File: src/hdl/nsf_mem.sv
// ----------------------------------------------------------------------------
// nsf_mem
// Byte memory with one write port and one registered read port.
// ----------------------------------------------------------------------------
module nsf_mem #(
    parameter int DEPTH = 256,
    parameter int AW    = 8
) (
    input  logic          i_clk,
    input  logic          i_we,
    input  logic [AW-1:0] i_waddr,
    input  logic [7:0]    i_wdata,
    input  logic [AW-1:0] i_raddr,
    output logic [7:0]    o_rdata
);

    logic [7:0] r_mem [DEPTH];
    logic [7:0] r_rdata;

    always_ff @(posedge i_clk) begin
        if (i_we) begin
            r_mem[i_waddr] <= i_wdata;
        end
        r_rdata <= r_mem[i_raddr];
    end

    assign o_rdata = r_rdata;

endmodule

File: config.mk
export PLATFORM = sky130hd
export DESIGN_NAME = nsf_mem
export DESIGN_NICKNAME = d
export VERILOG_FILES = /design/src/hdl/nsf_mem.sv
export SDC_FILE = /design/constraint.sdc
export NUM_CORES = 2
export LEC_CHECK = 0
export ABC_AREA = 0
export BUFFER_PORTS_ARGS = -buffer_cell sky130_fd_sc_hd__buf_2
export CAP_MARGIN = 40
export CELL_PAD_IN_SITES_DETAIL_PLACEMENT = 0
export CELL_PAD_IN_SITES_GLOBAL_PLACEMENT = 2
export CORE_AREA = 4 4 451 453
export CTS_CLUSTER_DIAMETER = 30
export DETAILED_ROUTE_END_ITERATION = 16
export DIE_AREA = 0 0 455 457
export PLACE_DENSITY = 0.74
export SYNTH_ARGS = -nofsm -noshare
export SYNTH_HDL_FRONTEND = slang
export SYNTH_SLANG_ARGS = --single-unit
File: constraint.sdc
create_clock -name i_clk -period 3.6 [get_ports i_clk]
set_input_delay 0.18 -clock i_clk [delete_from_list [all_inputs] [get_ports i_clk]]
set_output_delay 0.18 -clock i_clk [all_outputs]
set_load 0.02 [all_outputs]
* Word level (Yosys, flattened, before mapping)
Memories as Yosys holds them, arrays and structs flattened. A register that Yosys moved wholly into a read port is not among the register bits.
Cells that the tools add are included.
** Storage, ports and cells
- Bits in registers :: 0
- Bits in writable memories :: 2048
- Bits of input ports :: 26
- Output and inout port bits :: 8
- Word-level logic and storage cells :: 3
- Memories kept :: 1
** Memory list
- r_mem :: depth 256, width 8, read ports 1, clocked after memory_dff 1, write ports 1, line 17 : logic [7:0] r_mem [DEPTH];
** Operators by class
- Muxes and demuxes :: 2
** Operator list (number)
- 2-to-1 mux 1 bit :: 2

* Longest topological paths before layout
- Word-level depth :: 2
- Depth in mapped cells :: 11
- Gate-level depth less buffers :: 6

* Least setup slack after synthesis
OpenSTA, ideal clock, no wires.
- Path kind :: input -> register
- Start :: in i_raddr[0]
- End :: reg r_rdata[2] (netlist: o_rdata[2]), read port of r_mem
- Library setup time :: 131 ps
- Arrival time :: 1987 ps
- Data required time :: 3469 ps
- Path slack :: 1482 ps
- Stages on the path :: 9
- Path buffers :: 4
- Path through :: buf_6 buf_12 buf_8 buf_2 mux4_2 a22oi_1 a21oi_1 nor4_1 nor4_2
** RTL lines
- from (decl) :: line 13 : input logic [AW-1:0] i_raddr,
- to (decl) :: line 18 : logic [7:0] r_rdata;

==> results_tabular.tex <==
\begin{tabular}{lr}
\hline
Metric & Value \\
\hline
\multicolumn{2}{l}{\textbf{Status}} \\
Outcome & finished clean \\
\multicolumn{2}{l}{\textbf{Critical path}} \\
CP Launch Type & flop \\
Register-to-register setup slack & 0.96 ns \\
Kind of capture point of the worst setup path & flop \\
Worst Path Class, Setup & reg2reg \\
Required time at the endpoint of the critical path & 4.39 ns \\
Max FO, Critical Path & 1 \\
CP Launch Point & r\_mem[211][3] \\
Launching point of the worst reg2reg path & r\_mem[211][3] \\
Destination of the critical timing path & o\_rdata[3] \\
Reg2Reg Capture Point & o\_rdata[3] \\
Data arrival at the endpoint of the critical path & 3.43 ns \\
Length in cells of the worst reg-to-reg path & 6 \\
\multicolumn{2}{l}{\textbf{Place}} \\
PortBufs & 33 \\
Placed standard-cell area & 84400 um\^{}2 \\
Gpl congestion & 0.816 \\
\# placed instances & 6491 \\
Setup WS pre-CTS & 0.320 ns \\
HPWL reported at the end of detailed placement & 123000 um \\
\multicolumn{2}{l}{\textbf{Timing}} \\
Final total negative setup slack & 0 ns \\
Final worst-path setup slack & 0.963 ns \\
Fin crit share & 73.2\% \\
Total count of hold-check failures in the final report & 0 \\
Setup violators final & 0 \\
Worst-margin pin slew & 1.30 ns \\
Setup repair after global routing missed its margin & no \\
Crit path time final & 2.64 ns \\
Achievable Freq & 379 MHz \\
Worst rel slew slack & 13.1\% \\
Final Max Tran Viols & 0 \\
Max Clock Skew & 0.0660 ns \\
\multicolumn{2}{l}{\textbf{Route}} \\
Number of vias after detailed routing & 40600 \\
Number of DRC markers after the initial detailed-route iteration & 4528 \\
Final routed wirelength across all metal layers & 206000 um \\
TritonRoute pass-1 iters & 6 \\
Antenna-violating nets left & 0 \\
Post-route DRC & 0 \\
Final routed wire length divided by cell count & 28.5 um \\
Average via count per standard cell & 5.61 \\
\multicolumn{2}{l}{\textbf{Synth}} \\
Syn\_area\_per\_cell & 21.3 um\^{}2 \\
Primary flip-flop cell chosen by synthesis mapping & edfxtp\_1 \\
Cell taking the most area after synthesis & edfxtp\_1 \\
Synth top area share & 77.3\% \\
Count leader, synth & edfxtp\_1 \\
Number of distinct standard cells referenced by the synthesized netlist & 55 \\
Register bit count reported by yosys & 2056 \\
Most frequent cells after synthesis & edfxtp\_1, mux4\_2, nor2\_1 \\
Dominant combinational cell family by area after synthesis & multiplexers \\
Fraction of synthesis flops using an asynchronous set or reset pin & 0\% \\
Share of synthesized area spent on multiplexers & 14.6\% \\
Area contributors post-synth & edfxtp\_1, mux4\_2, mux2i\_1 \\
Synth Area in Simple Gates & 2.63\% \\
Instance count of the mapped netlist & 3733 \\
Share of the yosys chip area belonging to registers & 77.5\% \\
Post-synthesis share of cell area spent on xor and xnor gates & 0\% \\
Adder-cell share of the synthesized area & 0\% \\
Yosys warning count & 0 \\
Count of flip-flops with a built-in enable after synthesis & 2048 \\
Synth Area in Compound Gates & 3.42\% \\
Area of the mapped netlist & 79600 um\^{}2 \\
Net count after synthesis & 3759 \\
\multicolumn{2}{l}{\textbf{Power}} \\
Power density of the placed cells & 672 nW/um\^{}2 \\
Worst VDD drop & 0.000603 V \\
Pleak & 31.7 nW \\
\multicolumn{2}{l}{\textbf{Finish}} \\
Post-layout util & 49.2\% \\
Design area & 98100 um\^{}2 \\
Post-Layout Cell Count & 7225 \\
Fraction of layout instances using a drive strength above 1 & 31.7\% \\
Layout overhead on the synthesized area & 23.3\% \\
Number of nets in the layout & 4278 \\
\multicolumn{2}{l}{\textbf{Global route}} \\
Pin count of the biggest net entering global routing & 140 \\
Met1 routing resource usage after global routing & 27.5\% \\
GRT Resource Usage Total & 19.7\% \\
Initial antenna violation count & 15 \\
Gr busiest metal & met2 \\
Met3 routing resource usage after global routing & 3.88\% \\
Via count of the first global-routing pass & 41600 \\
First-pass GRT wire length & 298000 um \\
Global route total overflow & 0 \\
M2 GR Usage & 31.7\% \\
\multicolumn{2}{l}{\textbf{Floorplanning}} \\
Die H & 457 um \\
Number of cell rows & 164 \\
Core outline area & 199000 um\^{}2 \\
Die X-Extent & 455 um \\
Initial core utilization & 39.9\% \\
Die footprint & 208000 um\^{}2 \\
Top Ports & 34 \\
\multicolumn{2}{l}{\textbf{Clock network}} \\
CTS Hold Buffers Added & 15 \\
Buffer cell driving the clock tree root & clkbuf\_16 \\
Clock sink total & 2056 \\
Clock latency on the worst-skew pair & 0.94 ns \\
Worst-case clock buffer depth & 4 \\
Number of CTS-inserted buffers & 400 \\
Maximum level of the CTS H-tree & 5 \\
Clock transition at the registers of the reported paths & 0.06 ns \\
Post-cts gate resize count & 0 \\
Number of buffers added for setup after CTS & 0 \\
Clock tree from TritonCTS & yes \\
\multicolumn{2}{l}{\textbf{Min path}} \\
Path type of the worst min-delay path & in2reg \\
Worst Hold Depth & 4 \\
\multicolumn{2}{l}{\textbf{Flow run}} \\
Number of violations of the max-capacitance limit & 0 \\
\hline
\end{tabular}
## layout make-up
cell class	count	area, um^2
Antenna cell	1	2.50
Timing Repair Buffer	350	3050
Fill cell	15900	101000
Multi-Input combinational cell	1442	16500
Inverter	2	7.51
Sequential cell	2056	61700
Clock buffer	434	10300
Tap cell	2656	3320
Clock inverter	284	3260
## how the worst min path moves through the flow
stage	start	end	slack, ns
after global routing	i_waddr[0]	r_mem[151][1]	0.07
after CTS	i_waddr[2]	r_mem[174][1]	0.02
after detailed placement	i_wdata[7]	r_mem[71][7]	0.73
after floorplan	i_wdata[0]	r_mem[0][0]	0.28
final	i_waddr[2]	r_mem[174][1]	0.08
after global placement	i_wdata[2]	r_mem[180][2]	0.72
## power breakdown
group          switching, W  leakage [nW]  internal (W)
clock                0.0121          6.50        0.0248
sequential        0.0000502          18.5        0.0265
combinational       0.00161          6.68      0.000888
total                0.0138          31.7        0.0521
## registers in the layout, summed over array words and instances (netlist names)
signal,flops
r_mem,2048
o_rdata,8
## cell families after synthesis
| kind of cell | Yosys count |
|---|---|
| DFF | 2056 |
| and+or+nand+nor | 466 |
| muxes | 591 |
| buffers and inverters | 235 |
| AOI/OAI and AO/OA | 385 |
## through the flow
step	hold slack, ns	total power, W
4_1_cts	0.0208	0.0664
2_1_floorplan	0.279	0.0282
5_1_grt	0.0708	0.0677
6_report	0.0799	0.0659
3_3_place_gp	0.720	0.0294
3_5_place_dp	0.734	0.0295
## layer usage
layer	wire length (um)	share of wire, %
met5	9	0.0044
met4	4980	2.4
met3	15200	7.4
met2	101000	49
met1	84500	41
## critical path: stages, from the launching register on
cell      delay [ns]
edfxtp_1        0.38
mux4_2          0.48
a22o_1          0.29
a221oi_1        0.48
o32ai_1         0.22
nor3_1          0.50
nor4_1          0.14
## placed cells by master, fill, tap and decap left out, types with 5 or more instances in the layout
| cell type | Yosys | final |
|---|---|---|
| clkinv_2 | 0 | 57 |
| o22a_1 | 5 | 5 |
| nand4_1 | 10 | 10 |
| mux4_2 | 454 | 454 |
| buf_8 | 13 | 11 |
| a22oi_1 | 133 | 133 |
| nor4_2 | 3 | 5 |
| clkinv_4 | 0 | 32 |
| clkinv_1 | 1 | 55 |
| nand3_1 | 34 | 34 |
| nor3_1 | 22 | 22 |
| a22o_1 | 8 | 8 |
| clkbuf_16 | 0 | 406 |
| o211ai_1 | 10 | 10 |
| nor4_1 | 24 | 22 |
| nor2b_1 | 31 | 28 |
| a221oi_1 | 13 | 13 |
| o21ai_0 | 10 | 10 |
| nor2_1 | 282 | 279 |
| nand2_1 | 33 | 33 |
| a21oi_1 | 96 | 96 |
| o22ai_1 | 28 | 28 |
| bufinv_16 | 0 | 59 |
| buf_4 | 27 | 272 |
| dlygate4sd3_1 | 0 | 15 |
| nand2b_1 | 8 | 8 |
| dfxtp_1 | 8 | 8 |
| o221ai_1 | 46 | 46 |
| a211oi_1 | 16 | 16 |
| and2_1 | 6 | 6 |
| buf_12 | 8 | 29 |
| buf_2 | 31 | 23 |
| inv_8 | 0 | 7 |
| clkbuf_1 | 111 | 28 |
| mux2i_1 | 134 | 134 |
| edfxtp_1 | 2048 | 2048 |
| inv_6 | 0 | 23 |
| clkinvlp_4 | 0 | 47 |
Note: power is estimated with default switching activity, not from simulation.
