<file path="src/hdl/nsf_pkg.sv">
// ----------------------------------------------------------------------------
// nsf_pkg
// Shared constants, codes and types of the NMEA sentence filter.
// ----------------------------------------------------------------------------
package nsf_pkg;

    localparam int DEF_LINE_DEPTH   = 256;
    localparam int DEF_HEADER_LIMIT = 16;

    // Stream widths: fields packed from bit 0 up, padded to whole bytes.
    localparam int IN_W  = 24;
    localparam int OUT_W = 24;

    // Input item modes.
    localparam logic [1:0] MODE_RECV    = 2'd0;
    localparam logic [1:0] MODE_RD_RMC  = 2'd1;
    localparam logic [1:0] MODE_RD_GGA  = 2'd2;
    localparam logic [1:0] MODE_RELEASE = 2'd3;

    // Line outcome codes.
    localparam logic [1:0] OUT_NONE    = 2'd0;
    localparam logic [1:0] OUT_DROPPED = 2'd1;
    localparam logic [1:0] OUT_RMC     = 2'd2;
    localparam logic [1:0] OUT_GGA     = 2'd3;

    // Characters of interest.
    localparam logic [7:0] CH_DOLLAR = 8'h24;
    localparam logic [7:0] CH_NL     = 8'h0A;
    localparam logic [7:0] CH_COMMA  = 8'h2C;
    localparam logic [7:0] CH_R      = 8'h52;
    localparam logic [7:0] CH_M      = 8'h4D;
    localparam logic [7:0] CH_C      = 8'h43;
    localparam logic [7:0] CH_G      = 8'h47;
    localparam logic [7:0] CH_A      = 8'h41;

    // A kept line is longer than this many bytes.
    localparam int MIN_LINE_LEN = 6;

    // Header status gathered while the line is received.
    typedef struct packed {
        logic dollar;      // first byte was '$'
        logic comma_seen;  // a comma has been received
        logic comma_ok;    // the first comma sits below the header limit
        logic rmc_hit;     // "RMC" seen before the first comma
        logic gga_hit;     // "GGA" seen before the first comma
    } t_hdr_stat;

endpackage

</file>
<file path="src/hdl/nsf_hdr_track.sv">
// ----------------------------------------------------------------------------
// nsf_hdr_track
// Follows the header of the line being received, one byte at a time.
// ----------------------------------------------------------------------------
module nsf_hdr_track import nsf_pkg::*; #(
    parameter int HEADER_LIMIT = DEF_HEADER_LIMIT,
    parameter int LW           = 8
) (
    input  logic          i_clk,
    input  logic          i_rst_n,
    input  logic          i_clear,
    input  logic          i_push,
    input  logic [7:0]    i_byte,
    input  logic [LW-1:0] i_pos,
    output t_hdr_stat     o_stat
);

    t_hdr_stat  r_stat;
    logic [7:0] r_b1;
    logic [7:0] r_b2;
    logic       triple_ok;

    // A triple ending at this byte lies wholly inside the header.
    assign triple_ok = (i_pos >= LW'(2)) && !r_stat.comma_seen && (i_byte != CH_COMMA);

    always_ff @(posedge i_clk) begin
        if (!i_rst_n || i_clear) begin
            r_stat <= '0;
        end else if (i_push) begin
            if (i_pos == '0) begin
                r_stat.dollar <= (i_byte == CH_DOLLAR);
            end
            if (!r_stat.comma_seen && i_byte == CH_COMMA) begin
                r_stat.comma_seen <= 1'b1;
                r_stat.comma_ok   <= (32'(i_pos) < 32'(HEADER_LIMIT));
            end
            if (triple_ok && r_b2 == CH_R && r_b1 == CH_M && i_byte == CH_C) begin
                r_stat.rmc_hit <= 1'b1;
            end
            if (triple_ok && r_b2 == CH_G && r_b1 == CH_G && i_byte == CH_A) begin
                r_stat.gga_hit <= 1'b1;
            end
        end
    end

    always_ff @(posedge i_clk) begin
        if (i_push) begin
            r_b2 <= r_b1;
            r_b1 <= i_byte;
        end
    end

    assign o_stat = r_stat;

endmodule

</file>
<file path="config.mk">
export PLATFORM = sky130hd
export DESIGN_NAME = nsf_hdr_track
export DESIGN_NICKNAME = d
export VERILOG_FILES = /design/src/hdl/nsf_pkg.sv /design/src/hdl/nsf_hdr_track.sv
export SDC_FILE = /design/constraint.sdc
export NUM_CORES = 1
export LEC_CHECK = 0
export BUFFER_PORTS_ARGS = -buffer_cell sky130_fd_sc_hd__buf_2
export CAP_MARGIN = 25
export CORE_MARGIN = 5
export CORE_UTILIZATION = 52
export DETAILED_ROUTE_END_ITERATION = 7
export GPL_ROUTABILITY_DRIVEN = 0
export PLACE_DENSITY = 0.81
export REMOVE_ABC_BUFFERS = 1
export SLEW_MARGIN = 20
export SYNTH_ARGS = -nofsm -noshare
export SYNTH_HDL_FRONTEND = slang
export SYNTH_SLANG_ARGS = --single-unit
</file>
<file path="constraint.sdc">
create_clock -name i_clk -period 2.9 [get_ports i_clk]
set_clock_uncertainty 0.15 [all_clocks]
set_input_delay 0.29 -clock i_clk [delete_from_list [all_inputs] [get_ports i_clk]]
set_output_delay 0.29 -clock i_clk [all_outputs]
set_load 0.02 [all_outputs]
</file>
Word level (Yosys, flattened, before mapping)
Cells that the tools add are included.
- logic and storage cells: 35
- output and inout port bits: 5
- input port bits: 20
- register bits after elaboration: 21
- reduce and logical (&&, ||, !) cells: 17
- $lt $le $gt $ge: 2
- equal/unequal tests: 9
- operators with widths (kind ; number):
    8-bit by 7-bit == test with 1-bit output, second input constant ; 6
    8-bit by 6-bit == test with 1-bit output, second input constant ; 2
    1-bit logical AND ; 9
    8-bit by 2-bit greater-or-equal comparator with 1-bit output, second input constant ; 1
    8-bit zero test ; 1
    8-bit by 5-bit less-than comparator with 1-bit output, second input constant ; 1
    8-bit by 6-bit inequality test with 1-bit output, second input constant ; 1
    2-bit AND reduction ; 4
    1-bit zero test ; 2
    1-bit logical OR ; 1

Logic depth before layout (Yosys ltp)
- depth in word-level cells: 7
- depth in mapped cells: 4
- gate-level depth less buffers: 4

Worst setup path after synthesis
No wires, ideal clock.
- kind: register to register
- from: register r_b2[3]
- to: register r_stat (netlist bit o_stat[0])
- path slack: 1.330 ns
- data arrival time: 1.350 ns
- path buffers: 0
- clock period less this slack: 1.570 ns
- stages on the path, launching flop included: 5
- cell sequence: edfxtp_1 -> or4b_1 -> nor4_2 -> nand4_1 -> a21oi_1
- word-level cells in the longest chain between the ends: 5
- ends and longest elaborated chain (item ; line ; RTL):
    from (decl) ; nsf_hdr_track.sv:20 ; logic [7:0] r_b2;
    from (signal assigned) ; nsf_hdr_track.sv:48 ; r_b2 <= r_b1;
    8-bit by 7-bit == test with 1-bit output ; nsf_hdr_track.sv:40 ; if (triple_ok && r_b2 == CH_G && r_b1 == CH_G && i_byte == CH_A) begin
    1-bit logical AND (3 in a row) ; nsf_hdr_track.sv:40 ;
    2-bit AND reduction (no source line) ; n/a ;
    to (decl) ; nsf_hdr_track.sv:18 ; t_hdr_stat r_stat;
Every way passes these cells.
A chain may end at the register's enable or synchronous reset.

Worst setup path after layout
- from: register r_b2[3]
- to: register r_stat (netlist bit o_stat[1])
- word-level cells in the longest chain between the ends: 5
- ends and longest elaborated chain (item ; line ; RTL):
    8-bit by 7-bit == test with 1-bit output ; nsf_hdr_track.sv:37 ; if (triple_ok && r_b2 == CH_R && r_b1 == CH_M && i_byte == CH_C) begin
    1-bit logical AND (3 in a row) ; nsf_hdr_track.sv:37 ;
    2-bit AND reduction (no source line) ; n/a ;
Every way passes these cells.

==> impl_results.md <==
- Status: complete, no violations
- Clock Tree Buf Depth: 2
- Xor and xnor fraction of the mapped netlist area: 0%
- Via/cell ratio: 5.820
- WL per Instance: 15.38 um
- Sequential area share after synthesis: 69.77%
- Gr ovfl total: 0
- Pins Over Slew Limit: 0
- Worst path arrival time: 1800 ps
- Largest net degree at the start of global routing: 21
- PnR worst setup slack: 1190 ps
- Hold WS: 41.04 ps
- Netlist cell types: 23
- H-Tree Depth: 1
- CTS Buf Count: 3
- Max Cap Viol: 0
- Min cycle time layout: 1710 ps
- Unrepaired setup endpoints after global routing: false
- Initial antenna violation count: 0
- P per Cell Area: 520.6 nW/um^2
- Input/output buffers: 24
- Sequential share of power: 67.7%
- Drt initial violations: 21
- Place WS: 1096 ps
- First-pass GRT wire length: 2442 um
- Vias in the first global route: 528
- Total GRT Usage: 12.93%
- Antenna-violating nets left: 0
- Skew-Pair Late Insertion Delay: 290 ps
- Clk sinks: 21
- Post-Synth Simple-Gate Area: 24.06%
- Type of the worst setup path: flop to flop
- Placed Instances: 96
- Worst vdd ir: 367.4 uV
- Synth Cell Area: 832.0 sq um
- Final setup violation count: 0
- Mux contribution to synthesized area: 1.203%
- Synth Register Bits: 21
- Non-Filler Instances: 100
- Starting Density: 55.23%
- Clock network fraction of total power: 26.0%
- Total core area: 1506 sq um
- Reg2reg setup slack: 1190 ps
- Most frequent cells in the layout: buf_2, edfxtp_1, dfxtp_1
- Hold buffers post-CTS: 0
- IO Count: 25
- Setup_tns: 0 ps
- Combinational power share: 6.3%
- Inserted Diodes: 0
- Fmax achieved: 585.0 MHz
- Area grow syn2layout: 20.00%
- Slew headroom: 69.17%
- Synthesized area per cell: 14.86 sq um
- CTS tree: done
- Row cnt: 14
- Crit path max fanout: 2
- Post CTS Setup Buffer Count: 0
- DP HPWL: 1181 um
- Crit. End Element: flop
- # fillers: 112
- Layout cells sized above 1: 35.71%
- Die width: 50 um
- Net switching power figure: 108.1 uW
- Largest family of logic cells by synthesized area: simple AND/OR/NAND/NOR gates
- Total wire length: 1538 um
- Synth warnings: 0
- Reg clk slew, reported paths: 110 ps
- Switch share: 20.80%
- DR pass1 iterations: 4
- PostCTS Resize Cnt: 0
- Root buffer cell: clkbuf_4
- Post-layout net count: 105
- Most common cell after layout, fill and taps aside: buf_2
- Leakage: 0.3611 nW
- P_int: 411.7 uW
- Adder-cell share of the synthesized area: 0%
- Syn Inst Count: 56
- Worst-margin pin slew: 456.2 ps
- DRC: 0
- Final Hold Fails: 0
- Crit share post-route: 58.95%
- Die height: 50 um
- Required @ worst endpoint: 2990 ps
- Crit start category: flop
- Hold Crit Class: input port to flop
- DIE AREA: 2500 sq um
- Vias: 582
- Compound-Gate Fraction of Synth Area: 4.060%
worst max-delay path, stage by stage, from the launching register on:
cell and delay [ps]:
edfxtp_1 370, or4b_1 540, nor4_2 320, nand4_1 120
a21oi_1 150
path summary, 6_finish.rpt:
path                            startpoint  cells past startpoint   endpoint
worst min-delay path             i_byte[5]                      1    r_b1[5]
worst max register to register     r_b2[3]                      4  o_stat[1]
worst max-delay path               r_b2[3]                      4  o_stat[1]
worst min register to register     r_b1[0]                      0    r_b2[0]
logic make-up (layout without fill, tap and decap cells):
group | after synthesis | after routing
AND/OR/NAND/NOR | 26 | 26
flip-flops | 21 | 21
AO/OA/AOI/OAI | 6 | 6
buffers and inverters | 2 | 30
multiplexers | 1 | 1
area by class of cell:
cell class	count	area, sq um	area share [%]
timing repair buffer	24	120.1	12.03
sequential	21	580.6	58.15
multi-input combinational	33	244.0	24.44
clock buffer	4	26.28	2.632
inverter	2	7.507	0.7519
tap	16	20.02	2.005
through the flow:
step                      total power, mW  utilization (%)  instance area, sq um
after floorplan                    0.3639                -                 832.0
after global placement             0.3895            64.53                 972.2
after detailed placement           0.3911            64.53                 972.2
after CTS                          0.5197            66.28                 998.5
after global routing               0.5430            66.28                 998.5
final                              0.5198            66.28                 998.5
power groups by stage:
stage,combinational (mW),sequential [mW],clock (mW)
floorplan,0.00935,0.355,0
global placement,0.0319,0.358,0
detailed placement,0.0328,0.358,0
CTS,0.0329,0.351,0.135
global route,0.0366,0.353,0.153
finish,0.0328,0.352,0.135
sequential cells by signal (all words and copies together), names as in the netlist:
signal and cells:
r_b2 8, o_stat 5, r_b1 8
Yosys cell counts (all sizes together):
library cell | n | area share, %
nand4 | 2 | 1.5
a22oi | 1 | 0.90
a21oi | 3 | 1.8
or4b | 1 | 1.2
nor3 | 1 | 0.60
inv | 2 | 0.90
edfxtp | 16 | 58
or4bb | 1 | 1.4
a31oi | 1 | 0.75
or4 | 2 | 1.8
nor4b | 1 | 1.8
nand4b | 4 | 4.2
mux2i | 1 | 1.2
nor4bb | 1 | 1.2
o21ai | 1 | 0.60
nand3 | 1 | 0.60
nand2b | 2 | 1.5
dfxtp | 5 | 12
nor2 | 4 | 1.8
nand2 | 2 | 0.90
nor4 | 4 | 5.6
routing by layer:
metal | track usage [%] | share of wire [%]
met1 | 19.42 | 46
met2 | 17.57 | 47
met3 | 2.711 | 6.5
met4 | 5.677 | 0.52
met5 | 0 | 0
Note: power is estimated with default switching activity, not from simulation.
